===== config.mk =====
export PLATFORM = sky130hd
export DESIGN_NAME = bounded_deque_with_delete_top_flat
export DESIGN_NICKNAME = d
export VERILOG_FILES = /design/src/bdq_pkg.sv /design/src/bdq_if.sv /design/src/bdq_ram.sv /design/src/bounded_deque_with_delete_top.sv /design/src/flat_wrapper.sv
export VERILOG_INCLUDE_DIRS = /design/src /design/src/src
export SDC_FILE = /design/constraint.sdc
export NUM_CORES = 1
export LEC_CHECK = 0
export ABC_AREA = 0
export ABC_CLOCK_PERIOD_IN_PS = 11800
export BUFFER_PORTS_ARGS = -buffer_cell sky130_fd_sc_hd__buf_2
export CAP_MARGIN = 30
export CORE_MARGIN = 8
export CORE_UTILIZATION = 41
export CTS_CLUSTER_DIAMETER = 30
export DETAILED_ROUTE_END_ITERATION = 8
export MAX_ROUTING_LAYER = met4
export SLEW_MARGIN = 20
export SYNTH_ARGS = -nofsm -noshare
export SYNTH_HDL_FRONTEND = slang
export SYNTH_SLANG_ARGS = --single-unit

===== constraint.sdc =====
create_clock -name clk_i -period 11.8 [get_ports clk_i]
set_input_delay 2.36 -clock clk_i [delete_from_list [all_inputs] [get_ports clk_i]]
set_output_delay 2.36 -clock clk_i [all_outputs]
set_load 0.02 [all_outputs]

===== src/assert_macros.svh =====
`ifndef ASSERT_MACROS_SVH
`define ASSERT_MACROS_SVH

// concurrent checks sampled on clk_i, quiet while rst_ni is low
`ifndef NO_ASSERTIONS
`define BDQ_ASSERT(name, prop) \
  name: assert property (@(posedge clk_i) disable iff (!rst_ni) (prop)) \
    else $error("assertion failed");
`define BDQ_ASSERT_MSG(name, prop, msg) \
  name: assert property (@(posedge clk_i) disable iff (!rst_ni) (prop)) \
    else $error(msg);
`else
`define BDQ_ASSERT(name, prop)
`define BDQ_ASSERT_MSG(name, prop, msg)
`endif

`endif


===== src/bdq_pkg.sv =====
package bdq_pkg;

  localparam int DEPTH = 16;
  localparam int AW    = $clog2(DEPTH);
  localparam int CW    = $clog2(DEPTH + 1);
  localparam int DW    = 32;
  localparam int CMD_W = 3;
  localparam int CNT_W = 5;
  localparam int ST_W  = 2;

  typedef enum logic [CMD_W-1:0] {
    CMD_PUSH_BACK  = 3'd0,
    CMD_POP_BACK   = 3'd1,
    CMD_PUSH_FRONT = 3'd2,
    CMD_POP_FRONT  = 3'd3,
    CMD_DELETE     = 3'd4
  } cmd_e;

  typedef enum logic [ST_W-1:0] {
    ST_OK      = 2'd0,
    ST_EMPTY   = 2'd1,
    ST_FULL    = 2'd2,
    ST_NOMATCH = 2'd3
  } status_e;

  typedef enum logic [2:0] {
    S_IDLE,
    S_POPRD,
    S_SRCH,
    S_SHIFT,
    S_RESP
  } state_e;

  // head plus offset, modulo the ring size; the sum stays below twice the size
  function automatic logic [AW-1:0] bdq_wrap(input logic [AW:0] sum);
    logic [AW:0] lim;
    lim = (AW+1)'(DEPTH);
    if (sum >= lim) begin
      return AW'(sum - lim);
    end
    return AW'(sum);
  endfunction

  function automatic logic [AW-1:0] bdq_phys(input logic [AW-1:0] head,
                                             input logic [AW-1:0] pos);
    return bdq_wrap({1'b0, head} + {1'b0, pos});
  endfunction

  function automatic logic [AW-1:0] bdq_inc(input logic [AW-1:0] p);
    return (p == AW'(DEPTH - 1)) ? '0 : p + AW'(1);
  endfunction

  function automatic logic [AW-1:0] bdq_dec(input logic [AW-1:0] p);
    return (p == '0) ? AW'(DEPTH - 1) : p - AW'(1);
  endfunction

endpackage


===== src/bdq_if.sv =====
interface bdq_cmd_if import bdq_pkg::*; ();
  logic                    valid;
  logic                    ready;
  logic [CMD_W-1:0]        command;
  logic signed [DW-1:0]    value;

  modport source (output valid, output command, output value, input ready);
  modport sink (input valid, input command, input value, output ready);
endinterface

interface bdq_res_if import bdq_pkg::*; ();
  logic                    valid;
  logic                    ready;
  logic signed [DW-1:0]    popped;
  logic [CNT_W-1:0]        count;
  logic [ST_W-1:0]         status;

  modport source (output valid, output popped, output count, output status, input ready);
  modport sink (input valid, input popped, input count, input status, output ready);
endinterface


===== src/bdq_ram.sv =====
module bdq_ram #(
  parameter int DATA_W = 32,
  parameter int WORDS  = 16,
  parameter int ADDR_W = $clog2(WORDS)
) (
  input  logic              clk_i,
  input  logic              we_i,
  input  logic [ADDR_W-1:0] waddr_i,
  input  logic [DATA_W-1:0] wdata_i,
  input  logic              re_i,
  input  logic [ADDR_W-1:0] raddr_i,
  output logic [DATA_W-1:0] rdata_o
);

  logic [DATA_W-1:0] mem [WORDS];

  always_ff @(posedge clk_i) begin
    if (we_i) begin
      mem[waddr_i] <= wdata_i;
    end
  end

  always_ff @(posedge clk_i) begin
    if (re_i) begin
      rdata_o <= mem[raddr_i];
    end
  end

endmodule


===== src/bounded_deque_with_delete_top.sv =====
// Bounded double-ended queue of DEPTH signed 32-bit words held as a ring in one
// single-port-read, single-port-write RAM. One command is worked at a time. A push
// writes the entry RAM when it is accepted and a pop reads it then; a delete that
// matches at position p of n entries makes p + 1 reads to find the match, then
// n - 1 - p read-then-write steps to close the gap, and a miss makes n reads. The
// entry RAM gives one read and one write per cycle. The next command is taken
// while the previous result waits in the output register.
`include "assert_macros.svh"

module bounded_deque_with_delete_top import bdq_pkg::*; (
  input  logic       clk_i,
  input  logic       rst_ni,
  bdq_cmd_if.sink    cmd_i,
  bdq_res_if.source  res_o
);

  state_e        state_q, state_d;
  logic [AW-1:0] head_q, head_d;
  logic [CW-1:0] fill_q, fill_d;
  logic [AW-1:0] pos_q, pos_d;
  logic [DW-1:0] key_q, key_d;
  logic [DW-1:0] r_popped_q, r_popped_d;
  status_e       r_status_q, r_status_d;

  logic             res_valid_q, res_valid_d;
  logic [DW-1:0]    res_popped_q;
  logic [CNT_W-1:0] res_count_q;
  status_e          res_status_q;
  logic             res_load;

  logic          ram_we, ram_re;
  logic [AW-1:0] ram_waddr, ram_raddr;
  logic [DW-1:0] ram_wdata, ram_rdata;

  logic [AW-1:0] last_pos, pos_nxt, pos_nxt2;
  logic          is_full, is_empty;

  bdq_ram #(
    .DATA_W (DW),
    .WORDS  (DEPTH),
    .ADDR_W (AW)
  ) u_ram (
    .clk_i   (clk_i),
    .we_i    (ram_we),
    .waddr_i (ram_waddr),
    .wdata_i (ram_wdata),
    .re_i    (ram_re),
    .raddr_i (ram_raddr),
    .rdata_o (ram_rdata)
  );

  assign last_pos = AW'(fill_q - CW'(1));
  assign pos_nxt  = pos_q + AW'(1);
  assign pos_nxt2 = pos_q + AW'(2);
  assign is_full  = (fill_q == CW'(DEPTH));
  assign is_empty = (fill_q == '0);

  assign cmd_i.ready = (state_q == S_IDLE);
  assign res_load    = (state_q == S_RESP) && (!res_valid_q || res_o.ready);

  always_comb begin
    state_d    = state_q;
    head_d     = head_q;
    fill_d     = fill_q;
    pos_d      = pos_q;
    key_d      = key_q;
    r_popped_d = r_popped_q;
    r_status_d = r_status_q;
    ram_we     = 1'b0;
    ram_waddr  = '0;
    ram_wdata  = cmd_i.value;
    ram_re     = 1'b0;
    ram_raddr  = head_q;

    unique case (state_q)
      S_IDLE: begin
        if (cmd_i.valid) begin
          r_popped_d = '0;
          r_status_d = ST_OK;
          state_d    = S_RESP;
          case (cmd_i.command)
            CMD_PUSH_BACK: begin
              if (is_full) begin
                r_status_d = ST_FULL;
              end else begin
                ram_we    = 1'b1;
                ram_waddr = bdq_phys(head_q, AW'(fill_q));
                fill_d    = fill_q + CW'(1);
              end
            end
            CMD_PUSH_FRONT: begin
              if (is_full) begin
                r_status_d = ST_FULL;
              end else begin
                ram_we    = 1'b1;
                ram_waddr = bdq_dec(head_q);
                head_d    = bdq_dec(head_q);
                fill_d    = fill_q + CW'(1);
              end
            end
            CMD_POP_BACK: begin
              if (is_empty) begin
                r_status_d = ST_EMPTY;
              end else begin
                ram_re    = 1'b1;
                ram_raddr = bdq_phys(head_q, last_pos);
                fill_d    = fill_q - CW'(1);
                state_d   = S_POPRD;
              end
            end
            CMD_POP_FRONT: begin
              if (is_empty) begin
                r_status_d = ST_EMPTY;
              end else begin
                ram_re    = 1'b1;
                ram_raddr = head_q;
                head_d    = bdq_inc(head_q);
                fill_d    = fill_q - CW'(1);
                state_d   = S_POPRD;
              end
            end
            CMD_DELETE: begin
              if (is_empty) begin
                r_status_d = ST_NOMATCH;
              end else begin
                key_d     = cmd_i.value;
                pos_d     = '0;
                ram_re    = 1'b1;
                ram_raddr = head_q;
                state_d   = S_SRCH;
              end
            end
            default: ;
          endcase
        end
      end
      S_POPRD: begin
        r_popped_d = ram_rdata;
        state_d    = S_RESP;
      end
      // ram_rdata holds the entry at pos_q
      S_SRCH: begin
        if (ram_rdata == key_q) begin
          if (pos_q == last_pos) begin
            fill_d  = fill_q - CW'(1);
            state_d = S_RESP;
          end else begin
            ram_re    = 1'b1;
            ram_raddr = bdq_phys(head_q, pos_nxt);
            state_d   = S_SHIFT;
          end
        end else if (pos_q == last_pos) begin
          r_status_d = ST_NOMATCH;
          state_d    = S_RESP;
        end else begin
          pos_d     = pos_nxt;
          ram_re    = 1'b1;
          ram_raddr = bdq_phys(head_q, pos_nxt);
        end
      end
      // ram_rdata holds the entry at pos_q + 1, moved down one place
      S_SHIFT: begin
        ram_we    = 1'b1;
        ram_waddr = bdq_phys(head_q, pos_q);
        ram_wdata = ram_rdata;
        if (pos_nxt == last_pos) begin
          fill_d  = fill_q - CW'(1);
          state_d = S_RESP;
        end else begin
          pos_d     = pos_nxt;
          ram_re    = 1'b1;
          ram_raddr = bdq_phys(head_q, pos_nxt2);
        end
      end
      S_RESP: begin
        if (res_load) begin
          state_d = S_IDLE;
        end
      end
      default: state_d = S_IDLE;
    endcase
  end

  always_ff @(posedge clk_i or negedge rst_ni) begin
    if (!rst_ni) begin
      state_q <= S_IDLE;
      head_q  <= '0;
      fill_q  <= '0;
    end else begin
      state_q <= state_d;
      head_q  <= head_d;
      fill_q  <= fill_d;
    end
  end

  always_ff @(posedge clk_i) begin
    pos_q      <= pos_d;
    key_q      <= key_d;
    r_popped_q <= r_popped_d;
    r_status_q <= r_status_d;
  end

  // output register
  always_comb begin
    res_valid_d = res_valid_q;
    if (res_load) begin
      res_valid_d = 1'b1;
    end else if (res_o.ready) begin
      res_valid_d = 1'b0;
    end
  end

  always_ff @(posedge clk_i or negedge rst_ni) begin
    if (!rst_ni) begin
      res_valid_q <= 1'b0;
    end else begin
      res_valid_q <= res_valid_d;
    end
  end

  always_ff @(posedge clk_i) begin
    if (res_load) begin
      res_popped_q <= r_popped_q;
      res_count_q  <= CNT_W'(fill_q);
      res_status_q <= r_status_q;
    end
  end

  assign res_o.valid  = res_valid_q;
  assign res_o.popped = res_popped_q;
  assign res_o.count  = res_count_q;
  assign res_o.status = res_status_q;

  `BDQ_ASSERT_MSG(a_fill_bound, fill_q <= CW'(DEPTH), "fill beyond depth")
  `BDQ_ASSERT(a_accept_leaves_idle, (cmd_i.valid && cmd_i.ready) |=> (state_q != S_IDLE))
  `BDQ_ASSERT_MSG(a_shift_needs_two, (state_q == S_SHIFT) |-> (fill_q >= CW'(2)), "shift underflow")
  `BDQ_ASSERT(a_poprd_after_idle, (state_q == S_POPRD) |-> ($past(state_q) == S_IDLE))

endmodule

===== src/flat_wrapper.sv =====
// flat-port wrapper written by rule: the top's interface ports become plain ports
module bounded_deque_with_delete_top_flat import bdq_pkg::*;
  (clk_i, rst_ni, cmd_i_valid, cmd_i_command, cmd_i_value, cmd_i_ready, res_o_valid, res_o_popped, res_o_count, res_o_status, res_o_ready);
  bdq_cmd_if cmd_i_i ();
  bdq_res_if res_o_i ();
  input  logic clk_i;
  input  logic rst_ni;
  input wire logic [$bits(cmd_i_i.valid)-1:0] cmd_i_valid;
  input wire logic [$bits(cmd_i_i.command)-1:0] cmd_i_command;
  input wire logic [$bits(cmd_i_i.value)-1:0] cmd_i_value;
  output wire logic [$bits(cmd_i_i.ready)-1:0] cmd_i_ready;
  output wire logic [$bits(res_o_i.valid)-1:0] res_o_valid;
  output wire logic [$bits(res_o_i.popped)-1:0] res_o_popped;
  output wire logic [$bits(res_o_i.count)-1:0] res_o_count;
  output wire logic [$bits(res_o_i.status)-1:0] res_o_status;
  input wire logic [$bits(res_o_i.ready)-1:0] res_o_ready;
  assign cmd_i_i.valid = cmd_i_valid;
  assign cmd_i_i.command = cmd_i_command;
  assign cmd_i_i.value = cmd_i_value;
  assign cmd_i_ready = cmd_i_i.ready;
  assign res_o_valid = res_o_i.valid;
  assign res_o_popped = res_o_i.popped;
  assign res_o_count = res_o_i.count;
  assign res_o_status = res_o_i.status;
  assign res_o_i.ready = res_o_ready;
  bounded_deque_with_delete_top u_core (.clk_i(clk_i), .rst_ni(rst_ni), .cmd_i(cmd_i_i), .res_o(res_o_i));
endmodule

# After elaboration in Yosys (flattened, before gate mapping)
# Memories as Yosys holds them, arrays and structs flattened. A register that Yosys moved wholly into a read port is not among the register bits.
# Index checks and enable logic that the tools add are counted.
dict set report op_classes {
  add_sub_neg 16
  magnitude_cmp 5
  eq_ne 29
  mux 100
  bitwise 1
  n_reduce_logical 22
}
# op count
set ops {}
lappend ops {{4-bit 2-to-1 mux} 31}
lappend ops {{32-bit 2-to-1 mux} 2}
lappend ops {{32-bit one-hot mux with 2 select lines} 1}
lappend ops {{1-bit 2-to-1 mux} 34}
lappend ops {{32-bit == test} 1}
lappend ops {{5-bit 2-to-1 mux} 6}
lappend ops {{4-bit by 4-bit adder with 5-bit output} 5}
lappend ops {{5-bit greater-or-equal comparator, second input constant} 5}
lappend ops {{3-bit 2-to-1 mux} 8}
lappend ops {{4-bit one-hot mux with 2 select lines} 3}
lappend ops {{4-bit one-hot mux with 3 select lines} 2}
lappend ops {{4-bit by 1-bit subtractor with 4-bit output, second input constant} 6}
lappend ops {{3-bit one-hot mux with 5 select lines} 1}
lappend ops {{5-bit one-hot mux with 3 select lines} 1}
lappend ops {{2-bit != test, second input constant} 7}
lappend ops {{3-bit by 2-bit == test with 1-bit output, second input constant} 4}
lappend ops {{4-bit AND reduction} 3}
lappend ops {{2-bit 2-to-1 mux} 5}
lappend ops {{2-bit by 1-bit != test with 1-bit output, second input constant} 5}
lappend ops {{5-bit one-hot mux with 2 select lines} 1}
lappend ops {{3-bit != test, second input constant} 3}
lappend ops {{4-bit by 1-bit adder with 4-bit output, second input constant} 2}
lappend ops {{4-bit == test} 2}
lappend ops {{8-bit AND reduction} 1}
lappend ops {{27 further kinds} 34}
dict set report word_totals {
  register_bits 122
  mem_bits_rw 512
  inputBits 39
  output_inout_bits 41
  wordCells 185
  mem_count 1
}
# memory depth width rd rd_ports_with_merged_regs write_ports line
set mem_list {}
lappend mem_list {u_core.u_ram.mem 16 32 1 1 1 bdq_ram.sv:15} ;# logic [DATA_W-1:0] mem [WORDS];

# Depth between registers and ports, before layout
# Gate-level depths: netlist of the first run.
dict set report depth {
  word_depth 13
  depth_mapped 13
  ltp_nobuf 12
}

# Cells and area by module
# A second synthesis of the first run with hierarchy kept.
dict set report hier_totals {
  hier_cells 1390
  area_unflattened_um2 26495.4
}
# module n_inst cells_each area_per_inst_um2 seq_area_each_um2
set modules_own_cells {}
lappend modules_own_cells {bdq_ram 1 838 20174.3 16335.7}
lappend modules_own_cells {bounded_deque_with_delete_top 1 552 6321.1 3598.5}

# Worst setup path before layout of the first run
# OpenSTA, ideal clock, no wires.
dict set report synth_timing {
  kind {in2reg}
  startpoint {in cmd_i_valid}
  endpoint {mem u_core.u_ram.mem[11][0] (enable)}
  setup_ps 425
  arrival_ps 5287
  t_required_ps 11375
  path_slack_ps 6089
  path_stages 5
  n_path_buf 0
  path_cell_list {nand2_1 > a2111oi_0 > a21oi_1 > or2_2 > nor2b_1}
}
dict set report synth_between {
  elab_chain_cells 4
  word_cells_on_any_way 6
  cone_classes {mux (6)}
}
# element line
set synth_lines {}
lappend synth_lines {{start: declaration} flat_wrapper.sv:8} ;# input wire logic [$bits(cmd_i_i.valid)-1:0] cmd_i_valid;
lappend synth_lines {{1-bit 2-to-1 mux} bounded_deque_with_delete_top.sv:77} ;# if (cmd_i.valid) begin
lappend synth_lines {{1-bit one-hot mux with 2 select lines} bounded_deque_with_delete_top.sv:75} ;# unique case (state_q)
lappend synth_lines {{1-bit 2-to-1 mux} bdq_ram.sv:18} ;# if (we_i) begin
lappend synth_lines {{1-bit 2-to-1 mux (implied by the code)} bdq_ram.sv:19} ;# mem[waddr_i] <= wdata_i;
lappend synth_lines {{end: declaration} bdq_ram.sv:15}
# Several ways; a longest one is shown, not always the timed one.

# Worst setup path in the final report of the first run
dict set report layout_timing {
  startpoint {in cmd_i_command[1]}
  endpoint {reg u_core.u_ram.rdata_o[14], read port of u_core.u_ram.mem (data pin)}
}
dict set report layout_between {
  elab_chain_cells 5
  word_cells_on_any_way 10
  cone_classes {eq/ne (3); mux (6); reduce/logical (1)}
}
# element line
set layout_lines {}
lappend layout_lines {{start: declaration} flat_wrapper.sv:9} ;# input wire logic [$bits(cmd_i_i.command)-1:0] cmd_i_command;
lappend layout_lines {{3-bit by 1-bit == test with 1-bit output (tied with other cells)} n/a}
lappend layout_lines {{3-bit OR reduction (no source line)} n/a}
lappend layout_lines {{1-bit 2-to-1 mux} n/a}
lappend layout_lines {{1-bit 2-to-1 mux} bounded_deque_with_delete_top.sv:77}
lappend layout_lines {{1-bit one-hot mux with 3 select lines} bounded_deque_with_delete_top.sv:75}
lappend layout_lines {{end: declaration} bdq_ram.sv:12} ;# output logic [DATA_W-1:0] rdata_o
# Several ways; a longest one is shown, not always the timed one.
# A chain may end at the register's enable or synchronous reset.

==> out/qor.yml, run 1 <==
run_status:
  status: "finished, final reports clean"
setup_path:
  crit_path_cell_trace: "buf_2, nand4bb_1, o31ai_1, o41ai_1, o21ai_0, o2111ai_4, buf_4, buf_4, buf_12, mux2i_1, o22ai_1, or4_1"
  cpMaxStageDelayCell: "buf_4"
  cp_max_fo: 44
  worstPathRequired_ns: 12.20
  rrSetupSlack_ns: 6.38
  reg2reg_depth: 12
  crit_type: "input port to register"
  critPathTopFamily: "buffers and inverters"
  r2r_start: "u_core.state_q[2]"
  critPathLaunchType: "input port"
  cp.arrival_ns: 5.99
  worst_setup_path_end_kind: "register"
  cpPeakStageDelay_ns: 0.68
  cp_common_cell: "buf_4"
  r2r_end: "u_core.u_ram.rdata_o[14]"
  path_buf_inv: 4
yosys:
  synth_xor_area_frac: 0.0223
  synth.top_cell.area_share: 0.733
  ys_types: 65
  synthCells: 1593
  synth-edff-count: 653
  netlist_area_sq_um: 26800
  syn-num-nets: 1658
  synth-seq-cells: 666
  synth.mux.area_fraction: 0.0961
  synth_adder_area_share: 0.0136
  ys_seq_area_frac: 0.745
  avgSynthCellArea_sq_um: 16.8
  synth_compound_area_frac: 0.0509
  synth_flop_cell: "edfxtp_1"
  synth_top_family_by_area: "multiplexers"
  async_flop_share: 0.0195
  yosys-top-cells-area: "edfxtp_1, mux2i_1, o22ai_1"
  yosys.area_share.simple: 0.0546
  synth_top_area_cell: "edfxtp_1"
  ys.warnings.count: 0
pwr:
  clkPwrFrac: 0.371
  p_leak_nw: 11.4
  p_sw_mw: 2.98
  p_per_area_nw_per_um2: 285
  combPwrFrac: 0.287
  p_int_mw: 6.24
  power_frac_seq: 0.342
  switching_share: 0.323
  vdd_ir_drop_max_uv: 245
drt:
  post_drt_wl_per_cell_um: 25.6
  post-route-drc-count: 0
  drt_first_pass_iters: 5
  wl_um: 69300
  vias: 14800
  drt_iter0_markers: 1347
  ant_nets: 0
  via_per_inst: 5.47
floorplan:
  die_x_um: 272
  die_h_um: 272
  coreArea_sq_um: 64500
  ios: 80
  fp.dieArea_sq_um: 73700
  num_rows: 93
  initial_core_util: 0.415
placed_design:
  hpwl_um: 35300
  pre_cts_slack_ns: 5.54
  place.gp.congestion: 0.800
  detailed_place.area_sq_um: 28300
  io_buffer_count: 79
clock_network:
  path_clk_slew_ns: 0.05
  ctsRootBufferMaster: "clkbuf_16"
  cts.path.max_buffers: 3
  cts_tree: "yes"
  clkLatencyLatePin_ns: 0.68
  htreeDepth: 3
  postCtsSetupBuffers: 0
  cts_buffers: 117
  ctsHoldBuffers: 0
  cts.sinks: 666
  cts_resized: 0
worst_hold_path:
  min_to: "u_core.res_o.status[1]"
  hold_class: "register to register"
  hp-start: "u_core.r_status_q[1]"
  min_path_cells: 0
grt:
  met2_usage: 0.296
  grt-ovfl-total: 0
  global_route.usage.met1: 0.249
  grt_pass1_vias: 15100
  grt_first_pass_wirelength_um: 101000
  gr-usage-all-layers: 0.190
  grt_max_degree: 97
  antenna_found_initial: 2
  busiest_layer: "met2"
  met3_usage: 0.0399
timing:
  relSlewSlack: 0.349
  max_freq_mhz: 179
  fin_crit_sh: 0.474
  fin_setup_tns_ns: 0
  worst_clock_skew_ns: 0.0498
  slew_viol_final: 0
  setup_viol: 0
  hold_violations: 0
  fin_crit_ns: 5.59
  hold_slack_ns: 0.415
  rsz0062_at_grt: "false"
  tightest_slew_ns: 0.974
  worst_slack_ns: 6.21
final_layout:
  layout-drive-gt1-share: 0.190
  utilization: 0.503
  diodes: 0
  fin_area_sq_um: 32400
  syn2layout_area_growth_pct: 21.0
  num-nets-final: 1820
flow_run:
  cap_violations: 0
==> power by group through the flow <==
stage               Combinational (mW)  Sequential, mW  Clock [mW]
floorplan                         1.88            3.16           0
global placement                  2.61            3.19           0
detailed placement                2.65            3.19           0
CTS                               2.66            3.15        3.47
global route                      2.84            3.18        3.57
finish                            2.65            3.15        3.42
==> flip-flops by register name, summed over array words and instances (netlist names) <==
name	cells
u_core.fill_q	5
u_core.head_q	4
u_core.key_q	32
u_core.pos_q	4
u_core.r_popped_q	32
u_core.r_status_q	2
u_core.res_o.count	5
u_core.res_o.popped	32
u_core.res_o.status	2
u_core.res_o.valid	1
u_core.state_q	3
u_core.u_ram.mem	512
u_core.u_ram.rdata_o	32
==> final cells by class <==
type                            count  area [sq um]
Fill cell                        5334         32100
Sequential cell                   666         19900
Multi-Input combinational cell    833          6520
Clock buffer                      129          2990
Clock inverter                     89          1100
Tap cell                          855          1070
Timing Repair Buffer              115           691
Inverter                           22          82.6
==> Yosys cell counts, drive strengths merged (22+ instances only) <==
cell and count:
o22ai 129, mux2i 257, o21ai 23, or4 32, inv 22, nand2 120, edfxtp 653, nor2 33
buf 43, clkbuf 28, and2 35, xnor2 50
==> worst max-delay path by stage <==
| stage | start | endpoint | slack [ns] | cells after the start |
|---|---|---|---|---|
| floorplan | cmd_i_valid | u_core.u_ram.mem[11][0] | 6.09 | 5 |
| global placement | cmd_i_command[1] | u_core.u_ram.rdata_o[10] | 5.58 | 11 |
| detailed placement | cmd_i_command[1] | u_core.u_ram.rdata_o[12] | 5.54 | 12 |
| CTS | cmd_i_command[1] | u_core.u_ram.rdata_o[14] | 6.25 | 12 |
| global route | cmd_i_command[1] | u_core.u_ram.rdata_o[12] | 5.98 | 12 |
| finish | cmd_i_command[1] | u_core.u_ram.rdata_o[14] | 6.21 | 12 |
==> metrics by stage <==
stage / power, mW / cells
2_1_floorplan: 5.04 / 1593
3_3_place_gp: 5.80 / 2490
3_5_place_dp: 5.84 / 2491
4_1_cts: 9.28 / 2709
5_1_grt: 9.59 / 2709
6_report: 9.22 / 2709
==> logic make-up after synthesis <==
group	count (synthesis)
flops	666
simple gates	281
mux	257
compound gates	204
buf+inv	94
xor+xnor	65
fa+ha+maj	26
==> layer usage <==
| layer | vias to the layer above | share of wire |
|---|---|---|
| met5 | - | 0 |
| met4 | 0 | 0.029 |
| li1 | 6604 | - |
| met2 | 598 | 0.47 |
| met1 | 7482 | 0.43 |
| met3 | 128 | 0.075 |
==> layout by cell type, fill, tap and decap left out, drive strengths merged, types with 13 or more instances in the layout <==
cell	synthesis	layout
xor2	13	13
edfxtp	653	653
o21ai	23	23
ha	21	21
or4	32	32
clkbuf	28	129
inv	22	30
o22ai	129	129
clkinv	0	52
and2	35	35
dfrtp	13	13
a21oi	13	13
mux2i	257	257
nand4	14	14
xnor2	50	50
nand2	120	120
buf	43	115
nor2	33	33
bufinv	0	19
No activity file was read; power rests on OpenSTA's default activity.
==> inputs of run 2 (changes only) <==
--- a/config.mk
+++ b/config.mk
@@ -7,7 +7,7 @@
 export NUM_CORES = 1
 export LEC_CHECK = 0
 export ABC_AREA = 0
-export ABC_CLOCK_PERIOD_IN_PS = 11800
+export ABC_CLOCK_PERIOD_IN_PS = 4800
 export BUFFER_PORTS_ARGS = -buffer_cell sky130_fd_sc_hd__buf_2
 export CAP_MARGIN = 30
 export CORE_MARGIN = 8
==> constraint.sdc (replaced) <==
create_clock -name clk_i -period 4.8 [get_ports clk_i]
set_input_delay 0.96 -clock clk_i [delete_from_list [all_inputs] [get_ports clk_i]]
set_output_delay 0.96 -clock clk_i [all_outputs]
set_load 0.02 [all_outputs]
==> run 2 against run 1 <==
  * Clock power grew to 2.5 times the previous value
  * Routed wire length is 0.95% lower
  * Via count grew 0.42%
  * Register-to-register slack worse by 5.9 ns
  * Sequential power grew 140%
  * Cell area grew 1.2%
  * Clock skew fell by 0.0048 ns
  * Total power increased to 2.5 times the previous value
==> out/qor.yml, run 2 (synthesized netlist as in run 1, its figures left out) <==
clock_network:
  clkLatencyLatePin_ns: 0.67  # about the same
  cts_tree: "yes"
  cts.path.max_buffers: 3  # unchanged
  postCtsSetupBuffers: 0  # unchanged
  path_clk_slew_ns: 0.05  # about the same
  htreeDepth: 3  # unchanged
  ctsRootBufferMaster: "clkbuf_16"
  cts.sinks: 666  # unchanged
  cts_buffers: 114  # -2.6%
final_layout:
  seq_area_sq_um: 19900  # unchanged
  layout-drive-gt1-share: 0.199  # +0.00875
  diodes: 0  # unchanged
  largest_reg_flops: 512  # unchanged
  regMostFlops: "u_core.u_ram.mem"
  final_common_cell: "edfxtp_1"
  num-nets-final: 1834  # +0.77%
  multi_input_area_sq_um: 6520  # unchanged
  final_cell_mix: "edfxtp_1, mux2i_1, o22ai_1"
  nFillCells: 5252  # -1.5%
  syn2layout_area_growth_pct: 22.5
setup_path:
  cp_max_fo: 48  # +9.1%
  crit_path_cell_trace: "inv_1, ha_1, xor2_1, nand3_1, o41ai_1, o21ai_0, o2111ai_4, clkbuf_16, buf_4, mux2i_1, o22ai_1, or4_1"
  path_buf_inv: 3  # -1
  worstPathRequired_ns: 5.19  # -7.01 ns
  cpPeakStageDelay_ns: 0.53  # -0.15 ns
  cpMaxStageDelayCell: "or4_1"
  worst_setup_path_end_kind: "register"
  crit_type: "register to register"
  critPathTopFamily: "buffers and inverters"
  critPathLaunchType: "register"
  rrSetupSlack_ns: 0.45  # -5.93 ns
  cp.arrival_ns: 4.74  # -1.25 ns
pwr:
  vdd_ir_drop_max_uv: 975  # +300%
  p_leak_nw: 11.5  # +1.4%
  p_per_area_nw_per_um2: 707  # +150%
drt:
  ant_nets: 0  # unchanged
  post-route-drc-count: 0  # unchanged
  drt_first_pass_iters: 5  # unchanged
  wl_um: 68700  # -0.95%
  vias: 14900  # +0.42%
  via_per_inst: 5.46  # about the same
  post_drt_wl_per_cell_um: 25.2  # -1.5%
  drt_iter0_markers: 1250  # -7.2%
floorplan:
  fp.dieArea_sq_um: 73700  # unchanged
  die_h_um: 272  # unchanged
  ios: 80  # unchanged
  coreArea_sq_um: 64500  # unchanged
  num_rows: 93  # unchanged
  initial_core_util: 0.415  # unchanged
  die_x_um: 272  # unchanged
grt:
  grt_first_pass_wirelength_um: 99300  # -1.3%
  antenna_found_initial: 2  # unchanged
  grt_max_degree: 121  # +25%
  grt_pass1_vias: 14800  # -1.6%
  gr-usage-all-layers: 0.187  # -0.00323
  grt-ovfl-total: 0  # unchanged
timing:
  relSlewSlack: 0.326  # -0.0228
  fin_crit_ns: 4.35
  rsz0062_at_grt: "false"
  worst_slack_ns: 0.453  # -5.76 ns
  max_freq_mhz: 230
  fin_crit_sh: 0.906
  hold_violations: 0  # unchanged
  slew_viol_final: 0  # unchanged
  setup_viol: 0  # unchanged
  tightest_slew_ns: 1.01  # +0.0361 ns
  fin_setup_tns_ns: 0  # unchanged
  worst_clock_skew_ns: 0.0450  # -0.00477 ns
worst_hold_path:
  hold_class: "input port to asynchronous set/reset pin"
placed_design:
  hpwl_um: 37700  # +6.8%
  pre_cts_slack_ns: 0.285  # -5.25 ns
  io_buffer_count: 79  # unchanged
  place.gp.congestion: 0.838  # +4.8%
flow_run:
  cap_violations: 0  # unchanged
run_status:
  status: "finished, final reports clean"
[run 2: cell count changes in the layout (fill, tap and decap cells not counted), moves of 2 or more]
cell	previous run	this run
buf_4	34	38
clkbuf_1	11	9
clkbuf_16	118	116
inv_6	7	4
bufinv_16	19	25
clkinv_1	16	13
clkinvlp_4	10	18
buf_12	2	12
clkinv_2	21	13
[run 2: worst paths after layout]
check | start | to | cells after the start
worst min-delay path | rst_ni | u_core.state_q[2] | 1
min in group clk_i | u_core.r_popped_q[30] | u_core.res_o.popped[30] | 0
worst min register to register | u_core.r_popped_q[30] | u_core.res_o.popped[30] | 0
worst max register to register | u_core.fill_q[0] | u_core.u_ram.rdata_o[17] | 12
worst max-delay path | u_core.fill_q[0] | u_core.u_ram.rdata_o[17] | 12
max in group asynchronous | rst_ni | u_core.fill_q[1] | 1
[run 2: metal layers]
metal | wire length (um) | up-vias | GRT usage | share of wire
li1 | - | 6620 | - | -
met1 | 30300 | 7587 | 0.252 | 0.44
met2 | 31900 | 554 | 0.286 | 0.46
met3 | 5080 | 113 | 0.0424 | 0.074
met4 | 1400 | 0 | 0.0516 | 0.020
met5 | 0 | - | - | 0
[run 2: what timing repair did]
item,in CTS,in global routing
hold buffers,0,0
setup endpoints to repair,0,3
hold endpoints to repair,0,0
gates resized for setup,0,2
[run 2: area by class of cell]
class / count / area share
Multi-Input combinational cell: 833 / 0.199
Sequential cell: 666 / 0.608
Timing Repair Buffer: 132 / 0.0300
Clock inverter: 90 / 0.0391
Clock buffer: 125 / 0.0892
Inverter: 22 / 0.00252
Tap cell: 855 / 0.0326
[run 2: power breakdown]
group	total [mW]	leakage, nW	internal [mW]	switching [mW]
clock network	8.66	1.99	5.78	2.88
registers	7.69	6.09	7.29	0.399
logic	6.84	3.46	2.70	4.13
total	23.2	11.5	15.8	7.41
[run 2: stage by stage]
stage               power (mW)  instance area [sq um]  hold slack, ns  utilization  std cells
global placement          14.5                  28500           0.402        0.443       2506
finish                    23.2                  32800           0.218        0.509       2723
floorplan                 12.4                  26800           0.400            -       1593
detailed placement        14.6                  28600           0.405        0.443       2507
global route              24.1                  32800           0.205        0.509       2723
CTS                       23.3                  32800           0.194        0.509       2722
==> inputs of run 3 (changes only) <==
--- a/config.mk
+++ b/config.mk
@@ -12,9 +12,9 @@
 export CAP_MARGIN = 30
 export CORE_MARGIN = 8
 export CORE_UTILIZATION = 41
-export CTS_CLUSTER_DIAMETER = 30
 export DETAILED_ROUTE_END_ITERATION = 8
 export MAX_ROUTING_LAYER = met4
+export SETUP_SLACK_MARGIN = 0.5
 export SLEW_MARGIN = 20
 export SYNTH_ARGS = -nofsm -noshare
 export SYNTH_HDL_FRONTEND = slang
==> run 3 against run 2 <==
  * Sequential share of layout area increased by 3.8 points
  * Sequential cell count unchanged
  * Total power down 15%
  * Worst setup slack improved by 0.18 ns
  * Clock skew down 0.024 ns
  * Clock-buffer cell count down 32
  * Die area unchanged
  * Largest cell class unchanged
  * Largest power group is now sequential cells
  * Highest routed layer unchanged
==> out/qor.yml, run 3 (synthesized netlist as in run 1, its figures left out) <==
pwr:
  clkPwrFrac: 0.264  # -0.109
  switching_share: 0.338  # +0.0185
  power_frac_seq: 0.389  # +0.057
  vdd_ir_drop_max_uv: 608  # -38%
  p_leak_nw: 10.6  # -7.9%
  p_per_area_nw_per_um2: 639  # -9.6%
  total_power_mw: 19.7  # -15%
  combPwrFrac: 0.347  # +0.052
  p_int_mw: 13.0  # -17%
  p_sw_mw: 6.67  # -10%
timing:
  hold_slack_ns: 0.263  # +0.0448 ns
  fin_crit_ns: 4.17  # -0.181 ns
  hold_violations: 0  # unchanged
  relSlewSlack: 0.405  # +0.0781
  slew_viol_final: 0  # unchanged
  fin_setup_tns_ns: 0  # unchanged
  setup_viol: 0  # unchanged
  max_freq_mhz: 240  # +4.3%
  tightest_slew_ns: 0.884  # -0.127 ns
  fin_crit_sh: 0.868  # -0.0376
  worst_clock_skew_ns: 0.0211  # -0.0239 ns
  rsz0062_at_grt: "false"
grt:
  grt_pass1_vias: 14600  # -1.6%
  gr-usage-all-layers: 0.183  # -0.00428
  grt_first_pass_wirelength_um: 97700  # -1.6%
  grt_max_degree: 51  # -58%
  antenna_found_initial: 3  # +1
  grt-ovfl-total: 0  # unchanged
final_layout:
  diodes: 0  # unchanged
  layout-drive-gt1-share: 0.153  # -0.0457
  regMostFlops: "u_core.u_ram.mem"
  largest_reg_flops: 512  # unchanged
  fin_area_sq_um: 30900  # -5.9%
  nFillCells: 5443  # +3.6%
  final_cell_mix: "edfxtp_1, mux2i_1, o22ai_1"
  num-nets-final: 1790  # -2.4%
  final_common_cell: "edfxtp_1"
  syn2layout_area_growth_pct: 15.3
floorplan:
  fp.dieArea_sq_um: 73700  # unchanged
  num_rows: 93  # unchanged
  initial_core_util: 0.415  # unchanged
  die_h_um: 272  # unchanged
  ios: 80  # unchanged
  die_x_um: 272  # unchanged
  coreArea_sq_um: 64500  # unchanged
clock_network:
  htreeDepth: 3  # unchanged
  ctsHoldBuffers: 0  # unchanged
  cts.path.max_buffers: 3  # unchanged
  cts_tree: "yes"
  cts.sinks: 666  # unchanged
  ctsRootBufferMaster: "clkbuf_16"
  cts_buffers: 71  # -38%
  clkLatencyLatePin_ns: 0.60  # -0.07 ns
  path_clk_slew_ns: 0.06  # about the same
flow_run:
  cap_violations: 0  # unchanged
placed_design:
  io_buffer_count: 79  # unchanged
  place.gp.congestion: 0.817  # -2.5%
  hpwl_um: 38200  # +1.3%
  detailed_place.area_sq_um: 28700  # +0.26%
setup_path:
  worst_setup_path_end_kind: "register"
  crit_type: "register to register"
  worstPathRequired_ns: 5.13  # -0.06 ns
  cp_max_fo: 42  # -13%
  cpPeakStageDelay_ns: 0.56  # +0.03 ns
  cp.arrival_ns: 4.50  # -0.24 ns
  cp_common_cell: "buf_12"
  crit_path_cell_trace: "or3_4, xor3_1, a31oi_2, nand2b_1, o2111ai_4, buf_12, buf_12, mux2i_1, o22ai_1, or4_1"
  critPathLaunchType: "register"
  cpMaxStageDelayCell: "a31oi_2"
drt:
  vias: 14400  # -3.1%
  post_drt_wl_per_cell_um: 25.4  # +0.67%
  via_per_inst: 5.47  # +0.22%
  post-route-drc-count: 0  # unchanged
  drt_first_pass_iters: 7  # +2
  ant_nets: 0  # unchanged
  drt_iter0_markers: 1239  # -0.88%
  wl_um: 66900  # -2.6%
run_status:
  status: "finished, final reports clean"
worst_hold_path:
  hold_class: "input port to asynchronous set/reset pin"
## run 3: cell types whose count changed in the layout (fill, tap and decap cells not counted), moves of 11 or more
cell        previous run  this run
clkbuf_1               9        20
clkinv_4              12         0
clkbuf_16            116        73
bufinv_16             25         4
clkinvlp_4            18         3
## run 3: critical path, delay by kind of cell (launching register included)
kind / cells / cell delay (ns)
buf+inv: 2 / 0.60
compound gates: 3 / 0.85
mux: 1 / 0.30
flops: 1 / 0.53
xor+xnor: 1 / 0.42
simple gates: 3 / 1.16
## run 3: power by group through the flow
stage	registers, mW	logic [mW]	clock network, mW
global placement	7.79	6.72	0
detailed placement	7.78	6.84	0
CTS	7.67	6.85	5.30
global route	7.73	7.33	5.49
floorplan	7.78	4.62	0
finish	7.67	6.85	5.20
## run 3: per-layer routing
layer,share of wire,vias to the layer above,global-route usage
li1,-,6481,-
met1,0.45,7395,0.246
met2,0.47,435,0.288
met3,0.050,109,0.0287
met4,0.028,0,0.0538
met5,0,-,-
## run 3: worst paths after layout
| check | startpoint | to | slack [ns] | cells past startpoint |
|---|---|---|---|---|
| max reg2reg | u_core.fill_q[2] | u_core.u_ram.rdata_o[10] | 0.63 | 10 |
| min reg2reg | u_core.r_popped_q[6] | u_core.res_o.popped[6] | 0.42 | 0 |
| min | rst_ni | u_core.head_q[1] | 0.26 | 1 |
| max in group asynchronous | rst_ni | u_core.fill_q[1] | 4.27 | 1 |
| max | u_core.fill_q[2] | u_core.u_ram.rdata_o[10] | 0.63 | 10 |
| min in group clk_i | u_core.r_popped_q[6] | u_core.res_o.popped[6] | 0.42 | 0 |
## run 3: what timing repair did
action	CTS	global route
buffers inserted	0	0
endpoints found under the setup margin	0	32
resized for setup	0	7
## run 3: layout make-up
class	count	area (sq um)	area share
repair buffers	131	1060	0.0343
well taps	855	1070	0.0347
clock inverters	34	288	0.00932
clock buffers	93	1900	0.0616
multi-input cells	833	6530	0.212
inverters	22	82.6	0.00268
flip-flops and latches	666	19900	0.646
## run 3: per-stage QoR
| step | instances | worst slack, ns | utilization |
|---|---|---|---|
| 2_1_floorplan | 1593 | 0.283 | - |
| 3_3_place_gp | 2506 | 0.671 | 0.444 |
| 3_5_place_dp | 2507 | 0.575 | 0.444 |
| 4_1_cts | 2634 | 0.545 | 0.478 |
| 5_1_grt | 2634 | 0.500 | 0.479 |
| 6_report | 2634 | 0.634 | 0.479 |
